<file path="config.mk">
export PLATFORM = sky130hd
export DESIGN_NAME = phc_queue
export DESIGN_NICKNAME = d
export VERILOG_FILES = /design/src/hw/rtl/phc_pkg.sv /design/src/hw/rtl/phc_queue.sv
export SDC_FILE = /design/constraint.sdc
export NUM_CORES = 1
export LEC_CHECK = 0
export ABC_AREA = 1
export BUFFER_PORTS_ARGS = -buffer_cell sky130_fd_sc_hd__buf_2
export CORE_UTILIZATION = 28
export DETAILED_ROUTE_END_ITERATION = 16
export PLACE_DENSITY = 0.47
export SETUP_SLACK_MARGIN = 0.15
export SLEW_MARGIN = 20
export SYNTH_ARGS = -nofsm -noshare
export SYNTH_HDL_FRONTEND = slang
export SYNTH_SLANG_ARGS = --single-unit
</file>
<file path="constraint.sdc">
create_clock -name clk -period 2.2 [get_ports clk]
set_clock_uncertainty 0.2 [all_clocks]
set_input_delay 0.44 -clock clk [delete_from_list [all_inputs] [get_ports clk]]
set_output_delay 0.44 -clock clk [all_outputs]
set_load 0.02 [all_outputs]
</file>
<file path="src/hw/rtl/phc_pkg.sv">
// ----------------------------------------------------------------------------
// Plane height classifier package
// Word types of the item and result channels, code constants and fixed sizes
// shared by the front, queue, back and top level.
// ----------------------------------------------------------------------------
package phc_pkg;

    // Fixed field sizes of the channel words
    localparam int COORD_IN_W   = 16;
    localparam int HEIGHT_W     = 16;
    localparam int MAX_HEIGHT_W = 15;

    // Quotient search covers 16 bits; the quotient is clipped at 2^15
    localparam int QUOT_W = 16;
    localparam logic [QUOT_W-1:0] QUOT_LIMIT = 16'h8000;

    // Region jobs waiting between front and back (power of two)
    localparam int QUEUE_DEPTH = 4;

    // Item modes
    localparam logic MODE_CORNER = 1'b0;
    localparam logic MODE_SAMPLE = 1'b1;

    // Corner indices; CORNER_NONE writes nothing
    localparam logic [1:0] CORNER_0    = 2'd0;
    localparam logic [1:0] CORNER_1    = 2'd1;
    localparam logic [1:0] CORNER_2    = 2'd2;
    localparam logic [1:0] CORNER_NONE = 2'd3;

    // Level classes
    localparam logic [1:0] CLASS_LOW  = 2'd0;
    localparam logic [1:0] CLASS_MID  = 2'd1;
    localparam logic [1:0] CLASS_HIGH = 2'd2;

    // Status codes
    localparam logic STATUS_OK        = 1'b0;
    localparam logic STATUS_COLLINEAR = 1'b1;

    localparam logic [MAX_HEIGHT_W-1:0] MAX_HEIGHT_RESET = 15'd500;

    typedef struct packed {
        logic                         mode;
        logic [1:0]                   corner_index;
        logic signed [COORD_IN_W-1:0] x_coord;
        logic signed [COORD_IN_W-1:0] y_coord;
        logic signed [COORD_IN_W-1:0] z_coord;
        logic                         last_sample;
    } phc_item_t;

    typedef struct packed {
        logic signed [HEIGHT_W-1:0] height;
        logic [1:0]                 level_class;
        logic                       status;
    } phc_result_t;

endpackage

</file>
<file path="src/hw/rtl/phc_queue.sv">
// ----------------------------------------------------------------------------
// Plane height classifier region queue
// Small first-in first-out store of finished region jobs between the front
// and the back end.
// ----------------------------------------------------------------------------
module phc_queue
    import phc_pkg::*;
#(
    parameter int DATA_W = 8
)
(
    input  logic              clk,
    input  logic              rst_n,
    input  logic              push_valid,
    output logic              push_ready,
    input  logic [DATA_W-1:0] push_data,
    output logic              pop_valid,
    input  logic              pop_ready,
    output logic [DATA_W-1:0] pop_data
);

    localparam int PTR_W  = $clog2(QUEUE_DEPTH);
    localparam int FILL_W = $clog2(QUEUE_DEPTH + 1);

    logic [DATA_W-1:0] slot_reg [QUEUE_DEPTH];
    logic [PTR_W-1:0]  wr_ptr_reg, rd_ptr_reg;
    logic [FILL_W-1:0] fill_reg;
    logic              push, pop;

    assign push_ready = (fill_reg != FILL_W'(QUEUE_DEPTH));
    assign pop_valid  = (fill_reg != '0);
    assign push       = push_valid && push_ready;
    assign pop        = pop_valid && pop_ready;
    assign pop_data   = slot_reg[rd_ptr_reg];

    // Advance pointers; depth is a power of two so they wrap by themselves
    always_ff @(posedge clk or negedge rst_n)
    begin
        if (!rst_n)
        begin
            wr_ptr_reg <= '0;
            rd_ptr_reg <= '0;
            fill_reg   <= '0;
        end
        else
        begin
            if (push)
                wr_ptr_reg <= wr_ptr_reg + 1'b1;
            if (pop)
                rd_ptr_reg <= rd_ptr_reg + 1'b1;
            if (push && !pop)
                fill_reg <= fill_reg + 1'b1;
            else if (pop && !push)
                fill_reg <= fill_reg - 1'b1;
        end
    end

    // Hold the words
    always_ff @(posedge clk)
    begin
        if (push)
            slot_reg[wr_ptr_reg] <= push_data;
    end

endmodule

</file>
# == After elaboration in Yosys (flattened, before gate mapping) ==
# Memory sizes are Yosys's and may differ from the RTL's.
# Cells that the tools add are included.
# totals
mem_bits_rw,32
reg_bits,7
mem_count,1
# mem_list
memory,words,word_bits,rd,rd_ports_with_merged_regs,write_ports,line,text
slot_reg,4,8,1,0,1,phc_queue.sv:25,logic [DATA_W-1:0] slot_reg [QUEUE_DEPTH];
# classes
eq_ne,1
add_sub_neg,4
muxes,4
n_reduce_logical,8
# ops
cell,n
two-way mux 3 bit,2
adder 2 x 1 -> 2 bit (second input constant),2
logical AND 1 bit,4
adder 3 x 1 -> 3 bit (second input constant),1
inequality test 3 bit (second input constant),1
nonzero test 3 bit,1
subtractor 3 x 1 -> 3 bit (second input constant),1
zero test 1 bit,2
two-way mux 1 bit,2
nonzero test 2 bit,1

# == Longest topological paths before layout ==
# logic_depth
ltp_word,6
ltp_mapped,12
depth_no_buf,12

# == Worst setup path before layout ==
# Ideal clock, no wire load.
# synth_timing
path_type,register to register
from,register fill_reg[0]
to,register fill_reg[2]
slack_ns,0.149
setup_time_ns,0.117
path_buffers,0
period_less_slack_ns,2.051
required_time_ns,1.883
stages_incl_launch_ff,11
t_arrival_ns,1.734
cell_sequence,dfrtp_1 > inv_1 > nand3_1 > nand2_1 > ha_1 > inv_1 > fa_1 > nand2_1 > nand3_1 > nand2_1 > nand2_1
# synth_between
elab_chain_len,5
# synth_rtl
element,line,text
"start, declared",phc_queue.sv:27,logic [FILL_W-1:0] fill_reg;
"start signal, assigned",phc_queue.sv:52,fill_reg <= fill_reg + 1'b1;
"start signal, assigned",phc_queue.sv:54,fill_reg <= fill_reg - 1'b1;
nonzero test 3 bit (*),phc_queue.sv:31,assign pop_valid = (fill_reg != '0);
via pop_valid,phc_queue.sv:17,"output logic pop_valid,"
logical AND 1 bit (*),phc_queue.sv:33,assign pop = pop_valid && pop_ready;
zero test 1 bit,phc_queue.sv:51,if (push && !pop)
logical AND 1 bit,phc_queue.sv:51,
two-way mux 3 bit / nonzero test 2 bit (equally long branches),--,
# Mark *: on every way through the listed nets, which the timed path passes. The rest lies on a longest branch. The select of a mux whose other input is x is not followed.
# A chain may end at the register's enable or synchronous reset.

# == Worst setup path in the final report ==
# layout_timing
from,register rd_ptr_reg[0]
to,output port pop_data[3]
# layout_between
elab_chain_len,1
# layout_rtl
element,line,text
"start, declared",phc_queue.sv:26,"logic [PTR_W-1:0] wr_ptr_reg, rd_ptr_reg;"
"start signal, assigned",phc_queue.sv:50,rd_ptr_reg <= rd_ptr_reg + 1'b1;
memory (4 x 8 bit),--,
"end, declared",phc_queue.sv:19,output logic [DATA_W-1:0] pop_data
# No other way between the ends.

==> flow_summary.yaml <==
status:
  status: "finished, final reports clean"
logic_synthesis:
  synth_compound_area_frac: 0.0723
  synth_seq_cells: 39
  ys_warn_count: 0
  yosys.area_share.adder: 0.0477
  yosysMostFrequentCell: "nand2_1"
  synthTopCellsByCount: "41 x nand2_1, 32 x edfxtp_1, 30 x inv_1"
  synth-edff-count: 32
  synth-simple-area-share: 0.124
  netlist_area_sq_mm: 0.00173
  synth_top_family_by_area: "simple AND/OR/NAND/NOR gates"
  synth.area.top_cells: "edfxtp_1 55%, dfrtp_1 10%, nand2_1 8.9%, o211ai_1 6.9%, inv_1 6.5%"
  synth_top_area_share: 0.555
  ys.flop_type: "edfxtp_1"
  synthXorXnorAreaFrac: 0.00506
  async_flop_share: 0.179
  synth_fp_nets: 170
  synth.mux.area_fraction: 0
  postSynthAreaPerCell_sq_um: 11.4
  synth-seq-area-share: 0.656
  yosys.area.top_type: "edfxtp_1"
  synth.distinct_cells: 17
  postSynthCellCount: 152
flow_run:
  drv_cap: 0
floorplan:
  fp.dieW_microns: 80.6
  rows: 28
  dieHeight_microns: 80.6
  core_sq_mm: 0.00596
  initial_utilization: 0.291
  die_area_sq_mm: 0.00650
  ios: 22
clock_network:
  clk_latency_ps: 280
  numClockSinks: 39
  clk_pin_slew_ps: 80
  clockBufferDepth: 2
  cts_tree: "yes"
  cts-buffers-inserted: 5
  htreeDepth: 2
  root_buffer: "clkbuf_8"
timing:
  tns_ps: 0
  tightest_slew_ps: 205
  rsz0062_at_grt: "yes"
  drv_slew: 0
  max-slew-margin-rel: 0.863
  period_share: 0.914
  timing.final.ws_setup_ps: 190
  timing_hold_violations_final: 0
  finalSetupViolations: 0
  holdWs_ps: 162
  period_minus_slack_ps: 2010
  fmax_mhz: 497
grt:
  gr-usage-met1: 0.118
  antenna_found_initial: 0
  grt_pass1_vias: 978
  grt_pass1_wl_mm: 4.72
  gr-total-overflow: 0
  grt_usage: 0.104
  grt_use_met2: 0.180
  grt_start_max_net_pins: 33
  top_usage_layer: "met2"
  met3_usage: 0.0352
worst_setup_path:
  slowest_stage: "dfrtp_1"
  start_kind: "flip-flop"
  crit_fanout: 8
  crit_path_end_kind: "output port"
  path_class: "reg -> out"
  slowest_delay_ps: 400
  critical_path_required_ps: 1560
  critical_path_arrival_ps: 1370
  path_cells: "inv_4, clkbuf_16, o211ai_1, nand2_1, buf_6"
  r2r_slack_ps: 280
power:
  powerDensity_mw_per_mm2: 1390
  p_total_mw: 3.06
  ir_worst_vdd_v: 0.000439
  p_leak_nw: 0.983
cells_and_area:
  fin_util: 0.370
  layout-drive-gt1-share: 0.269
  fin_cells: 268
  fin_area_sq_mm: 0.00220
  area_delta_synth_final_pct: 27.2
  largest_reg_flops: 32
  finalNetCount: 210
  antennaDiodeCount: 0
placed_design:
  gp_congestion: 0.709
  dp_hpwl_mm: 1.97
  port_buffers: 21
  post-place-ws_ps: 246
  dp_cells: 251
  post_dp_cell_area_sq_mm: 0.00196
detailed_routing:
  antenna_left: 0
  wire_per_inst_microns: 12.2
  routed_wl_mm: 3.27
  viasPerCell: 4.05
  drc_errors: 0
  vias: 1086
  drt-pass1-iter-count: 3
  drtIter0Drc: 53
worst_hold_path:
  hp-class: "in -> reg"
worst max-delay path: cells and delay by family (launching register included):
family | cells | cell delay [ps]
compound gates | 1 | 190
simple gates | 1 | 100
flops | 1 | 400
buf+inv | 3 | 400
cell type report:
| cell class | count | area (sq um) |
|---|---|---|
| Sequential cell | 39 | 1140 |
| Inverter | 32 | 123 |
| Tap cell | 75 | 93.8 |
| Multi-Input combinational cell | 77 | 447 |
| Clock inverter | 3 | 43.8 |
| Timing Repair Buffer | 37 | 292 |
| Fill cell | 608 | 3750 |
| Clock buffer | 5 | 68.8 |
metal layers:
layer	wire [microns]	vias up
li1	-	581
met1	1530	484
met2	1590	19
met3	125	2
met4	18	0
met5	0	-
cells by family (layout without fill, tap and decap cells):
group,Yosys count,after routing
fa+ha+maj,6,6
simple gates,53,53
flops,39,39
buf+inv,36,77
compound gates,17,17
xor+xnor,1,1
cells in the final DEF, fill, tap and decap left out:
| cell type | instances |
|---|---|
| edfxtp_1 | 32 |
| xnor2_1 | 1 |
| dfrtp_1 | 7 |
| inv_2 | 4 |
| o21ai_0 | 1 |
| clkinv_2 | 1 |
| buf_12 | 1 |
| inv_1 | 27 |
| nand4_1 | 1 |
| buf_6 | 3 |
| nand2_2 | 1 |
| nand3_2 | 1 |
| nor2_1 | 4 |
| clkbuf_16 | 2 |
| nand2_1 | 40 |
| inv_4 | 1 |
| buf_4 | 11 |
| buf_2 | 19 |
| o211ai_1 | 16 |
| nand3_4 | 1 |
| ha_1 | 5 |
| dlygate4sd3_1 | 1 |
| clkinv_4 | 1 |
| bufinv_16 | 1 |
| clkbuf_8 | 5 |
| nand3_1 | 5 |
| fa_1 | 1 |
worst paths after layout:
| path | start | depth (start not counted) | to |
|---|---|---|---|
| max | rd_ptr_reg[0]$_DFFE_PN0P_ | 5 | pop_data[3] |
| max in group asynchronous | rst_n | 2 | rd_ptr_reg[0]$_DFFE_PN0P_ |
| min reg2reg | wr_ptr_reg[1]$_DFFE_PN0P_ | 2 | wr_ptr_reg[1]$_DFFE_PN0P_ |
| max reg2reg | fill_reg[2]$_DFFE_PN0P_ | 10 | fill_reg[2]$_DFFE_PN0P_ |
| min in group asynchronous | rst_n | 2 | fill_reg[2]$_DFFE_PN0P_ |
| min | push_data[0] | 1 | slot_reg[1][0]$_DFFE_PP_ |
repair_timing:
item,in CTS,in global routing
setup endpoints to repair,0,9
buffers inserted,0,5
hold endpoints to repair,7,0
gates resized for setup,0,10
hold buffers,1,0
power breakdown:
part | total, mW | internal (mW) | leakage (nW) | switching (mW)
Sequential | 1.09 | 0.993 | 0.378 | 0.0936
Combinational | 1.38 | 0.593 | 0.547 | 0.789
Clock | 0.592 | 0.338 | 0.0581 | 0.254
Total | 3.06 | 1.92 | 0.983 | 1.14
Power figures use the tool's default switching activity.
